File: src/hdl/storage_latency_channel_scheduler_unit_assert.svh
// Assertion macros for the channel scheduler.
`ifndef STORAGE_LATENCY_CHANNEL_SCHEDULER_UNIT_ASSERT_SVH
`define STORAGE_LATENCY_CHANNEL_SCHEDULER_UNIT_ASSERT_SVH
`ifndef SYNTHESIS
`define SLCS_ASSERT_IMPL(label, clk, rst, ante, cons, msg) \
   label: assert property (@(posedge clk) disable iff (rst) (ante) |-> (cons)) else $error(msg);
`define SLCS_ASSERT_NEXT(label, clk, rst, ante, cons, msg) \
   label: assert property (@(posedge clk) disable iff (rst) (ante) |=> (cons)) else $error(msg);
`else
`define SLCS_ASSERT_IMPL(label, clk, rst, ante, cons, msg)
`define SLCS_ASSERT_NEXT(label, clk, rst, ante, cons, msg)
`endif
`endif

File: src/hdl/slcs_pkg.sv
`default_nettype none
package slcs_pkg;
   localparam int CHANNELS_DEF = 8;
   localparam int SECTOR_BYTES_DEF = 512;
   localparam int TIME_W = 63;
   localparam int SCALE_W = 13;
   localparam int ACT_W = 4;
   localparam int SECT_W = 33;
   localparam int BYTES_W = 17;
   localparam int BASE_W = 20;
   localparam int CFG_IDX_W = 1;

   localparam logic [CFG_IDX_W-1:0] CFG_TIME_SCALE = 1'd0;
   localparam logic [CFG_IDX_W-1:0] CFG_ACTIVE = 1'd1;

   localparam logic CMD_SUBMIT = 1'b0;
   localparam logic CMD_POLL = 1'b1;

   localparam logic [1:0] ST_OK = 2'd0;
   localparam logic [1:0] ST_SIZE = 2'd1;
   localparam logic [1:0] ST_FULL = 2'd2;
   localparam logic [1:0] ST_NONE = 2'd3;

   typedef enum logic [2:0] {
      S_IDLE, S_SCAN, S_MUL, S_COMMIT, S_DEAD, S_DONE
   } state_type;

   localparam int MaxBytes = 65536;

   // Base response time, index {seq, dir, cls}. Each entry is
   // ((1000000000 / rate) * 100) / 1000 for the rate of that class.
   function automatic logic [BASE_W-1:0] base_rom(input logic [4:0] idx);
      logic [BASE_W-1:0] b;
      unique case (idx)
         5'd0: b = 20'd513; 5'd1: b = 20'd527; 5'd2: b = 20'd535; 5'd3: b = 20'd565;
         5'd4: b = 20'd628; 5'd5: b = 20'd705; 5'd6: b = 20'd956; 5'd7: b = 20'd1511;
         5'd8: b = 20'd111358; 5'd9: b = 20'd111234; 5'd10: b = 20'd111358;
         5'd11: b = 20'd116009; 5'd12: b = 20'd128534; 5'd13: b = 20'd125786;
         5'd14: b = 20'd222222; 5'd15: b = 20'd270270;
         5'd16: b = 20'd191; 5'd17: b = 20'd204; 5'd18: b = 20'd232; 5'd19: b = 20'd269;
         5'd20: b = 20'd334; 5'd21: b = 20'd355; 5'd22: b = 20'd680; 5'd23: b = 20'd1390;
         5'd24: b = 20'd920; 5'd25: b = 20'd953; 5'd26: b = 20'd989; 5'd27: b = 20'd1148;
         5'd28: b = 20'd1357; 5'd29: b = 20'd345; 5'd30: b = 20'd697; 5'd31: b = 20'd1370;
         default: b = '0;
      endcase
      return b;
   endfunction
endpackage
`default_nettype wire

File: src/hdl/storage_latency_channel_scheduler_unit.sv
// Channel     | Ports                          | Handshake
// request     | req_*, start, busy             | start high while busy low
// response    | rsp_*                          | rsp_valid strobe, one cycle
// csr         | csr_we, csr_index, csr_wdata   | write when csr_we high
// While busy, the request scan and the deadline rescan each step through the active
// channels (the active channel count after saturation) via the shared compare unit;
// between them a taken submit passes multiply, commit and setup, a poll passes
// commit and setup, and a rejected submit passes setup only.
// The response strobe rises in the same cycle that busy falls; it cannot be stalled.
// Reset is synchronous and needs no clearing pass.
`default_nettype none
`include "storage_latency_channel_scheduler_unit_assert.svh"
module storage_latency_channel_scheduler_unit #(
   parameter int CHANNELS = slcs_pkg::CHANNELS_DEF,
   parameter int SECTOR_BYTES = slcs_pkg::SECTOR_BYTES_DEF
) (
   input  wire logic clock,
   input  wire logic reset,
   input  wire logic start,
   output logic busy,
   input  wire logic req_cmd,
   input  wire logic [slcs_pkg::TIME_W-1:0] req_now_time,
   input  wire logic req_is_write,
   input  wire logic [31:0] req_start_sector,
   input  wire logic [slcs_pkg::BYTES_W-1:0] req_byte_count,
   output logic rsp_valid,
   output logic [1:0] rsp_status,
   output logic [2:0] rsp_channel,
   output logic rsp_sequential,
   output logic [slcs_pkg::TIME_W-1:0] rsp_completion_time,
   output logic [slcs_pkg::TIME_W-1:0] rsp_next_deadline,
   output logic rsp_deadline_valid,
   output logic rsp_channels_full,
   input  wire logic csr_we,
   input  wire logic [slcs_pkg::CFG_IDX_W-1:0] csr_index,
   input  wire logic [slcs_pkg::SCALE_W-1:0] csr_wdata
);
   import slcs_pkg::*;

   localparam int CH_W = (CHANNELS > 1) ? $clog2(CHANNELS) : 1;
   localparam int CNT_W = $clog2(CHANNELS + 1);
   localparam int SB_SHIFT = $clog2(SECTOR_BYTES);

   state_type state_ff, state_in;
   logic [SCALE_W-1:0] scale_ff;
   logic [ACT_W-1:0] act_ff;

   logic [TIME_W-1:0] done_ff [CHANNELS];
   logic [CHANNELS-1:0] idle_ff;
   logic [CHANNELS-1:0] dir_ff;
   logic [SECT_W-1:0] end_ff [CHANNELS];
   logic [CNT_W-1:0] pend_ff, pend_in;

   logic cmd_ff, wr_ff;
   logic [TIME_W-1:0] now_ff;
   logic [31:0] sect_ff;
   logic [BYTES_W-1:0] bytes_ff;

   logic [CNT_W-1:0] idx_ff, idx_in;
   logic [CNT_W-1:0] lim;
   logic seq_ff, seq_in;
   logic found_ff, found_in;
   logic [CH_W-1:0] pick_ff, pick_in;
   logic [TIME_W-1:0] best_ff, best_in;
   logic [TIME_W-1:0] resp_ff;
   logic [1:0] status_ff, status_in;
   logic [TIME_W-1:0] ctime_ff;

   logic [CH_W-1:0] ci;
   logic [TIME_W-1:0] cur_t;
   logic less, scan_end;
   logic [2:0] cls;
   logic [SECT_W-1:0] new_end;
   logic [BYTES_W-1:0] bytes_round;

   assign lim = (int'(act_ff) > CHANNELS) ? CNT_W'(CHANNELS) : CNT_W'(act_ff);
   assign ci = idx_ff[CH_W-1:0];
   assign cur_t = done_ff[ci];
   // The one shared comparator serves both scans.
   assign less = (cur_t < best_ff);
   assign scan_end = (idx_ff >= lim);
   assign bytes_round = req_byte_count;

   always_comb begin
      cls = 3'd7;
      for (int k = 6; k >= 0; k--)
         if (bytes_ff <= BYTES_W'(512 << k)) cls = 3'(k);
   end

   assign new_end = SECT_W'(sect_ff) +
      SECT_W'((BYTES_W + 1)'(bytes_ff) + (BYTES_W + 1)'(SECTOR_BYTES - 1) >> SB_SHIFT);

   always_comb begin
      state_in = state_ff;
      idx_in = idx_ff;
      seq_in = seq_ff;
      found_in = found_ff;
      pick_in = pick_ff;
      best_in = best_ff;
      status_in = status_ff;
      pend_in = pend_ff;
      unique case (state_ff)
         S_IDLE: begin
            if (start) begin
               state_in = S_SCAN;
               idx_in = '0;
               seq_in = 1'b0;
               found_in = 1'b0;
               pick_in = '0;
               best_in = '0;
               status_in = ST_OK;
            end
         end
         S_SCAN: begin
            if (scan_end) begin
               if (cmd_ff == CMD_SUBMIT) begin
                  if (bytes_ff > BYTES_W'(MaxBytes)) begin
                     status_in = ST_SIZE;
                     state_in = S_DEAD;
                  end else if (!found_ff) begin
                     status_in = ST_FULL;
                     state_in = S_DEAD;
                  end else state_in = S_MUL;
               end else begin
                  status_in = found_ff ? ST_OK : ST_NONE;
                  state_in = S_COMMIT;
               end
            end else begin
               if (cmd_ff == CMD_SUBMIT) begin
                  if (dir_ff[ci] == wr_ff && end_ff[ci] == SECT_W'(sect_ff)) seq_in = 1'b1;
                  if (idle_ff[ci] && (!found_ff || less)) begin
                     found_in = 1'b1; pick_in = ci; best_in = cur_t;
                  end
               end else begin
                  if (!idle_ff[ci] && cur_t < now_ff && (!found_ff || less)) begin
                     found_in = 1'b1; pick_in = ci; best_in = cur_t;
                  end
               end
               idx_in = idx_ff + 1'b1;
            end
         end
         S_MUL: state_in = S_COMMIT;
         S_COMMIT: begin
            if (status_ff == ST_OK) begin
               if (cmd_ff == CMD_SUBMIT) pend_in = pend_ff + 1'b1;
               else if (pend_ff != '0) pend_in = pend_ff - 1'b1;
            end
            state_in = S_DEAD;
            idx_in = '0;
            found_in = 1'b0;
            best_in = '0;
         end
         S_DEAD: begin
            // The scan index restarts here for the deadline pass.
            idx_in = '0;
            found_in = 1'b0;
            best_in = '0;
            state_in = S_DONE;
         end
         S_DONE: begin
            if (scan_end) state_in = S_IDLE;
            else begin
               if (!idle_ff[ci] && (!found_ff || less)) begin
                  found_in = 1'b1; best_in = cur_t;
               end
               idx_in = idx_ff + 1'b1;
            end
         end
         default: state_in = S_IDLE;
      endcase
   end

   always_ff @(posedge clock) begin
      if (reset) begin
         state_ff <= S_IDLE;
         scale_ff <= SCALE_W'(1000);
         act_ff <= ACT_W'(1);
         idle_ff <= '1;
         dir_ff <= '0;
         pend_ff <= '0;
         idx_ff <= '0;
         found_ff <= 1'b0;
         rsp_valid <= 1'b0;
         for (int k = 0; k < CHANNELS; k++) begin
            done_ff[k] <= '0;
            end_ff[k] <= '0;
         end
      end else begin
         state_ff <= state_in;
         idx_ff <= idx_in;
         found_ff <= found_in;
         pend_ff <= pend_in;
         rsp_valid <= (state_ff == S_DONE) && scan_end;
         if (csr_we) begin
            if (csr_index == CFG_TIME_SCALE) scale_ff <= csr_wdata;
            else if (csr_index == CFG_ACTIVE) act_ff <= csr_wdata[ACT_W-1:0];
         end
         if (state_ff == S_COMMIT && status_ff == ST_OK) begin
            if (cmd_ff == CMD_SUBMIT) begin
               done_ff[pick_ff] <= ctime_ff;
               idle_ff[pick_ff] <= 1'b0;
               dir_ff[pick_ff] <= wr_ff;
               end_ff[pick_ff] <= new_end;
            end else idle_ff[pick_ff] <= 1'b1;
         end
      end
   end

   always_ff @(posedge clock) begin
      seq_ff <= seq_in;
      pick_ff <= pick_in;
      best_ff <= best_in;
      status_ff <= status_in;
      if (state_ff == S_IDLE && start) begin
         cmd_ff <= req_cmd;
         now_ff <= req_now_time;
         wr_ff <= req_is_write;
         sect_ff <= req_start_sector;
         bytes_ff <= bytes_round;
         ctime_ff <= '0;
      end
      if (state_ff == S_SCAN && scan_end)
         resp_ff <= TIME_W'(base_rom({seq_ff, wr_ff, cls}) * scale_ff);
      if (state_ff == S_MUL) ctime_ff <= now_ff + resp_ff;
      if (state_ff == S_SCAN && scan_end && cmd_ff == CMD_POLL)
         ctime_ff <= found_ff ? best_ff : '0;
      if (state_ff == S_DONE && scan_end) begin
         rsp_status <= status_ff;
         rsp_channel <= (status_ff == ST_OK) ? 3'(pick_ff) : 3'd0;
         rsp_sequential <= (status_ff == ST_OK && cmd_ff == CMD_SUBMIT) ? seq_ff : 1'b0;
         rsp_completion_time <= (status_ff == ST_OK) ? ctime_ff : '0;
         rsp_next_deadline <= found_ff ? best_ff : '0;
         rsp_deadline_valid <= found_ff;
         rsp_channels_full <= (pend_ff >= lim);
      end
   end

   assign busy = (state_ff != S_IDLE);

   `SLCS_ASSERT_NEXT(a_start_busy, clock, reset, start && !busy, busy, "item not taken")
   `SLCS_ASSERT_IMPL(a_pend_range, clock, reset, 1'b1, pend_ff <= CNT_W'(CHANNELS), "pending overflow")
   `SLCS_ASSERT_NEXT(a_rsp_idle, clock, reset, rsp_valid, !rsp_valid, "double response")
   `SLCS_ASSERT_IMPL(a_dl_valid, clock, reset, rsp_valid && !rsp_deadline_valid, rsp_next_deadline == '0, "deadline not cleared")
endmodule
`default_nettype wire
File: config.mk
export PLATFORM = sky130hd
export DESIGN_NAME = storage_latency_channel_scheduler_unit
export DESIGN_NICKNAME = d
export VERILOG_FILES = /design/src/hdl/slcs_pkg.sv /design/src/hdl/storage_latency_channel_scheduler_unit.sv
export VERILOG_INCLUDE_DIRS = /design/src /design/src/hdl
export SDC_FILE = /design/constraint.sdc
export NUM_CORES = 2
export LEC_CHECK = 0
export BUFFER_PORTS_ARGS = -buffer_cell sky130_fd_sc_hd__buf_2
export CAP_MARGIN = 0
export CORE_ASPECT_RATIO = 1.4
export CORE_MARGIN = 2
export CORE_UTILIZATION = 45
export DETAILED_ROUTE_END_ITERATION = 8
export PLACE_DENSITY = 0.64
export SLEW_MARGIN = 15
export SYNTH_ARGS = -nofsm -noshare
export SYNTH_HDL_FRONTEND = slang
export SYNTH_SLANG_ARGS = --single-unit
export TNS_END_PERCENT = 20
File: constraint.sdc
create_clock -name clock -period 10.7 [get_ports clock]
set_input_delay 0.535 -clock clock [delete_from_list [all_inputs] [get_ports clock]]
set_output_delay 0.535 -clock clock [all_outputs]
set_load 0.05 [all_outputs]
* After elaboration in Yosys (flattened, before gate mapping)
Memories as Yosys holds them, arrays and structs flattened. A register that Yosys moved wholly into a read port is not among the register bits.
Index checks and enable logic that the tools add are counted.
Widths: inputs -> output; s select.
** Word-level totals
- ROM bits :: 608
- Memories kept :: 3
- Output and inout bits :: 136
- RAM bits :: 768
- Logic and storage cells :: 197
- Register bits :: 459
- Input port bits :: 132
** Memories
- (name not given) :: words 32, width 19, read ports 1, clocked after memory_dff 0, wr ports 0, line slcs_pkg.sv:34 : unique case (idx)
- done_ff :: words 8, width 63, read ports 1, clocked after memory_dff 1, wr ports 8, line storage_latency_channel_scheduler_unit.sv:48 : logic [TIME_W-1:0] done_ff [CHANNELS];
- end_ff :: words 8, width 33, read ports 1, clocked after memory_dff 1, wr ports 8, line storage_latency_channel_scheduler_unit.sv:51 : logic [SECT_W-1:0] end_ff [CHANNELS];
** Operators by class
- Multiply operators :: 1
- Equality and inequality tests :: 20
- Magnitude comparators :: 16
- Bitwise operators :: 5
- Reductions and logical operators :: 37
- Add/sub/neg operators :: 6
- Muxes and demuxes :: 82
** Operator list (number)
- $mux 63 :: 12
- $pmux 63 s4 :: 1
- $lt 63x63->1 :: 2
- $add 63x33->63 :: 1
- $mux 3 :: 21
- $reduce_or 63->1 :: 1
- $add 32x9->33 :: 1
- $eq 33x32->1 :: 1
- $mul 20x13->33 :: 1
- $mux 33 :: 1
- $reduce_or 33->1 :: 1
- $mux 1 :: 22
- $mux 20 :: 1
- $mux 4 :: 5
- $add 17x9->18 const B :: 1
- $ne 2x2->1 const B :: 9
- $pmux 3 s6 :: 1
- $gt 17x17->1 const B :: 1
- $le 17x10->1 const B :: 1
- $le 17x11->1 const B :: 1
- $le 17x12->1 const B :: 1
- $le 17x13->1 const B :: 1
- $le 17x14->1 const B :: 1
- $le 17x15->1 const B :: 1
- 42 further kinds :: 78

* Depth between registers and ports, before layout
An unclocked memory read counts as a cell.
- Depth after elaboration :: 11
- Depth in mapped cells :: 36

* Worst setup path after synthesis
No wires, ideal clock.
- Path type :: reg-to-reg
- Start point :: register idx_ff[0]
- End point :: register rsp_channel[0], enable pin
- Arrival time :: 10.625 ns
- Slack :: -0.717 ns
- Data required time :: 9.909 ns
- Stages on the path, launching flop included :: 9
- Path through :: dfxtp_1 clkbuf_1 inv_1 ha_1 nand2b_1 a21o_1 a21o_1 a21oi_1 nor3_1
** Between the ends
- Longest elaborated chain between the ends :: 2
** RTL lines
- from (decl) :: line storage_latency_channel_scheduler_unit.sv:59 : logic [CNT_W-1:0] idx_ff, idx_in;
- from (signal assigned) :: line storage_latency_channel_scheduler_unit.sv:190 : idx_ff <= idx_in;
- $ge 4x4->1 :: line storage_latency_channel_scheduler_unit.sv:81 : assign scan_end = (idx_ff >= lim);
- $logic_and 1x1->1 :: line storage_latency_channel_scheduler_unit.sv:227 : if (state_ff == S_DONE && scan_end) begin
- to (signal assigned) :: line storage_latency_channel_scheduler_unit.sv:229 : rsp_channel <= (status_ff == ST_OK) ? 3'(pick_ff) : 3'd0;
- to (decl) :: line storage_latency_channel_scheduler_unit.sv:28 : output logic [2:0] rsp_channel,
Every way passes these cells.
A chain may end at the register's enable or synchronous reset.

* Worst setup path in the final report
- Start point :: register bytes_ff[5]
- End point :: register resp_ff[32] (data pin)
** Between the ends
- Longest elaborated chain between the ends :: 11
- Elaborated cells between the ends (all ways) :: 17
** RTL lines
- from (decl) :: line storage_latency_channel_scheduler_unit.sv:57 : logic [BYTES_W-1:0] bytes_ff;
- from (signal assigned) :: line storage_latency_channel_scheduler_unit.sv:219 : bytes_ff <= bytes_round;
- $le 17x16->1 :: line storage_latency_channel_scheduler_unit.sv:87 : if (bytes_ff <= BYTES_W'(512 << k)) cls = 3'(k);
- $mux 1 :: line storage_latency_channel_scheduler_unit.sv:87
- $mux 2 (2 in a row) :: line storage_latency_channel_scheduler_unit.sv:87
- $mux 3 (3 in a row) :: line storage_latency_channel_scheduler_unit.sv:87
- $mux 3 (*) :: line storage_latency_channel_scheduler_unit.sv:87
- $mem_v2 32x19 (*)
- $mux 20 (*) :: line storage_latency_channel_scheduler_unit.sv:222 : if (state_ff == S_SCAN && scan_end)
- $mul 20x13->33 (*) :: line storage_latency_channel_scheduler_unit.sv:223 : resp_ff <= TIME_W'(base_rom({seq_ff, wr_ff, cls}) * scale_ff);
- to (signal assigned) :: line storage_latency_channel_scheduler_unit.sv:223
- to (decl) :: line storage_latency_channel_scheduler_unit.sv:65 : logic [TIME_W-1:0] resp_ff;
Every way passes the cells marked *; elsewhere a longest branch is shown, timed or not. The select of a mux whose other input is x is not followed.

==> summary.txt <==
Routing
  • ANT nets after route: 0
  • Drt drc: 0
  • Vias/cell: 5.68
  • WL final: 183000 um
  • Iter 0 DRT Violations: 3711
  • Vias: 41500
  • Drt first pass iters: 6
  • WL/cell: 25.1 um

CTS
  • Total CTS buffers: 118
  • Clock-pin slew on the worst setup and hold paths: 0.06 ns
  • CTS Hold Bufs: 126
  • Worst-Skew Late Latency: 0.77 ns
  • # resized after CTS: 0
  • Post-CTS Setup Inserts: 0
  • CTS tree: done
  • Max H-tree Level: 3
  • Clk Tree Root Cell: clkbuf_16
  • CTS Buffer Depth: 3
  • TritonCTS Sinks: 1230

Critical path
  • Worst setup SP type: register
  • Worst path required time: 11.22 ns
  • CP endpoint: resp_ff[32]
  • R2r startpoint: bytes_ff[5]
  • FF-to-FF setup slack: 1.24 ns
  • Critical Path Start: bytes_ff[5]
  • CP Capture Type: register
  • R2r worst-path depth: 27
  • Critical path class: reg2reg
  • Reg-to-reg endpoint: resp_ff[32]
  • Largest fanout on the critical path: 14
  • Critical Path AT: 9.98 ns

Run
  • Max-cap viol count: 0

Logic synthesis
  • EDFF count, synth: 1181
  • Post-Synthesis Cells: 4985
  • Main synth FF type: edfxtp_1
  • Synth warnings: 0
  • Synthesized Nets: 5571
  • Post-synthesis cell area: 65200 sq um
  • Post-synth ARST share: 0%
  • Avg Cell Area, Syn: 13.1 sq um
  • Total of flip-flops plus latches after synthesis: 1230
  • Synth area leaders: edfxtp_1 (54%), mux4_2 (6.8%), fa_1 (5.9%)
  • Sequential share of the synthesized area: 55.9%
  • Synth top area share: 54.4%
  • Area leader, netlist: edfxtp_1
  • Synth cell types: 83

Timing
  • FMAX: 106 MHz
  • Min Tclk post-route: 9.46 ns
  • Setup Skew: 0.0373 ns
  • Setup TNS: 0 ns
  • Worst Tran Pin Value: 1.18 ns
  • Worst slew margin: 21.2%
  • Crit share post-route: 88.4%
  • Final setup fails: 0
  • Max Slew Vio Count: 0
  • Final hold viol count: 0
  • RSZ-0062 raised after global routing: no

Power
  • Peak VDD IR: 0.413 mV
  • Static leakage: 29.2 nW
  • Cell Pwr Density: 236 nW/um^2
  • Pwr Total: 17.4 mW

Layout
  • Most frequent cells in the layout: edfxtp_1 (1181), and2_1 (560), nor2_1 (411)
  • Layout Nets: 5880
  • Most common cell after layout, fill and taps aside: edfxtp_1
  • Layout cells sized above 1: 15.6%
  • Fin cells: 7314
  • Area Overhead vs Synth: 13.0%

Global route
  • All-Layer GR Usage: 24.7%
  • Largest net degree at the start of global routing: 80
  • Global-route wire length before repair: 271000 um
  • Initial antenna violation count: 7
  • Vias in the first global route: 42800
  • Grt total ovfl: 0

Min path
  • Hold Path Class: in2reg
  • Hold path start: req_start_sector[1]

Place
  • Placed insts: 6968
  • PortBufs: 267
  • DP Wirelength: 115000 um
  • Global placement routability congestion: 0.914

Die
  • Die Span Y: 454 um
  • Die area: 148000 sq um
  • Io pins: 268
  • Die Wd: 326 um
  • Rows: 165
  • Core box area: 144000 sq um
  • Initial Utilization: 45.2%

Outcome
  • Status: finished clean
==> area by class of cell <==
class / instances / area, sq um
fillers: 12400 / 70500
flip-flops and latches: 1230 / 36500
multi-input cells: 3087 / 26300
repair buffers: 464 / 3140
clock buffers: 141 / 3080
well taps: 1920 / 2400
inverters: 393 / 1480
clock inverters: 78 / 711
diodes: 1 / 2.50
==> synth_stat cells, types with 35 or more instances <==
library cell  count
edfxtp_1       1181
and2_1          560
nor2_1          418
inv_1           390
nand2_1         281
ha_1            263
clkbuf_1        221
and3_1          217
mux4_2          196
fa_1            191
a21oi_1         137
xnor2_1          98
o21ai_0          68
mux2_2           63
nand3_1          63
a22o_1           61
dfxtp_1          49
nand4_1          47
xor2_1           47
a21o_1           46
mux2i_1          35
==> sequential cells by signal, summed over array words and instances (netlist names), 32 cells and up, named ones only <==
signal and count:
done_ff 504, rsp_completion_time 63, end_ff 264, rsp_next_deadline 63, now_ff 63, resp_ff 33, sect_ff 32, ctime_ff 63
best_ff 63
==> power breakdown <==
part / internal, mW / total (mW) / switching [mW] / leakage (nW)
Combinational: 2.73 / 6.82 / 4.09 / 15.1
Sequential: 5.99 / 6.36 / 0.377 / 12.3
Clock: 2.30 / 4.18 / 1.89 / 1.83
Total: 11.0 / 17.4 / 6.36 / 29.2
==> worst min path at each step <==
stage	end	slack, ns	cells after the start
after floorplan	rsp_deadline_valid	0.41	0
after global placement	dir_ff[6]	0.46	2
after detailed placement	dir_ff[3]	0.46	2
after CTS	sect_ff[1]	0.01	1
after global routing	sect_ff[1]	0.02	1
final	sect_ff[1]	0.07	1
==> metrics by stage <==
stage	worst slack (ns)	instance area, sq um	utilization [%]	hold slack (ns)
6_report	1.24	73600	51.1	0.0720
5_1_grt	0.781	73600	51.1	0.0228
4_1_cts	1.32	73600	51.1	0.0126
3_5_place_dp	1.36	68600	47.6	0.463
3_3_place_gp	1.50	68600	47.6	0.460
2_1_floorplan	2.13	65200	-	0.406
==> per-layer routing <==
layer / part of all wire (%) / GRT usage [%]
met5: 0.0055 / 0
met4: 3.5 / 8.99
met3: 6.5 / 2.79
met2: 50 / 43.2
met1: 40 / 31.7
==> worst max-delay path, cell delays in order, from the launching register on <==
cell	delay (ns)
edfxtp_1	0.38
nor4_2	0.40
nand4_1	0.24
or3_1	0.38
a21o_1	0.39
nand2_2	0.18
nand2b_2	0.12
ha_1	0.38
o311a_1	0.36
nor2_1	0.89
and2_1	0.27
fa_1	0.45
fa_1	0.52
fa_1	0.52
fa_1	0.55
inv_1	0.06
fa_1	0.54
inv_1	0.04
ha_1	0.36
a21oi_1	0.26
o21ai_0	0.14
a221oi_1	0.31
o21ai_0	0.20
o31ai_1	0.61
o2111ai_1	0.22
a21o_1	0.19
a21oi_1	0.17
xnor2_1	0.08
==> kinds of logic (layout without fill, tap and decap cells) <==
group	count (synthesis)	count (layout)	share of synthesized area [%]
AND/OR/NAND/NOR	1719	1719	13.8
adder cells (fa/ha/maj)	454	454	10.9
buffers and inverters	668	1076	3.94
XOR/XNOR	155	155	2.20
flip-flops	1230	1230	55.9
AO/OA/AOI/OAI	465	465	4.79
other	0	1	0
multiplexers	294	294	8.40
(Power assumes the default switching activity.)
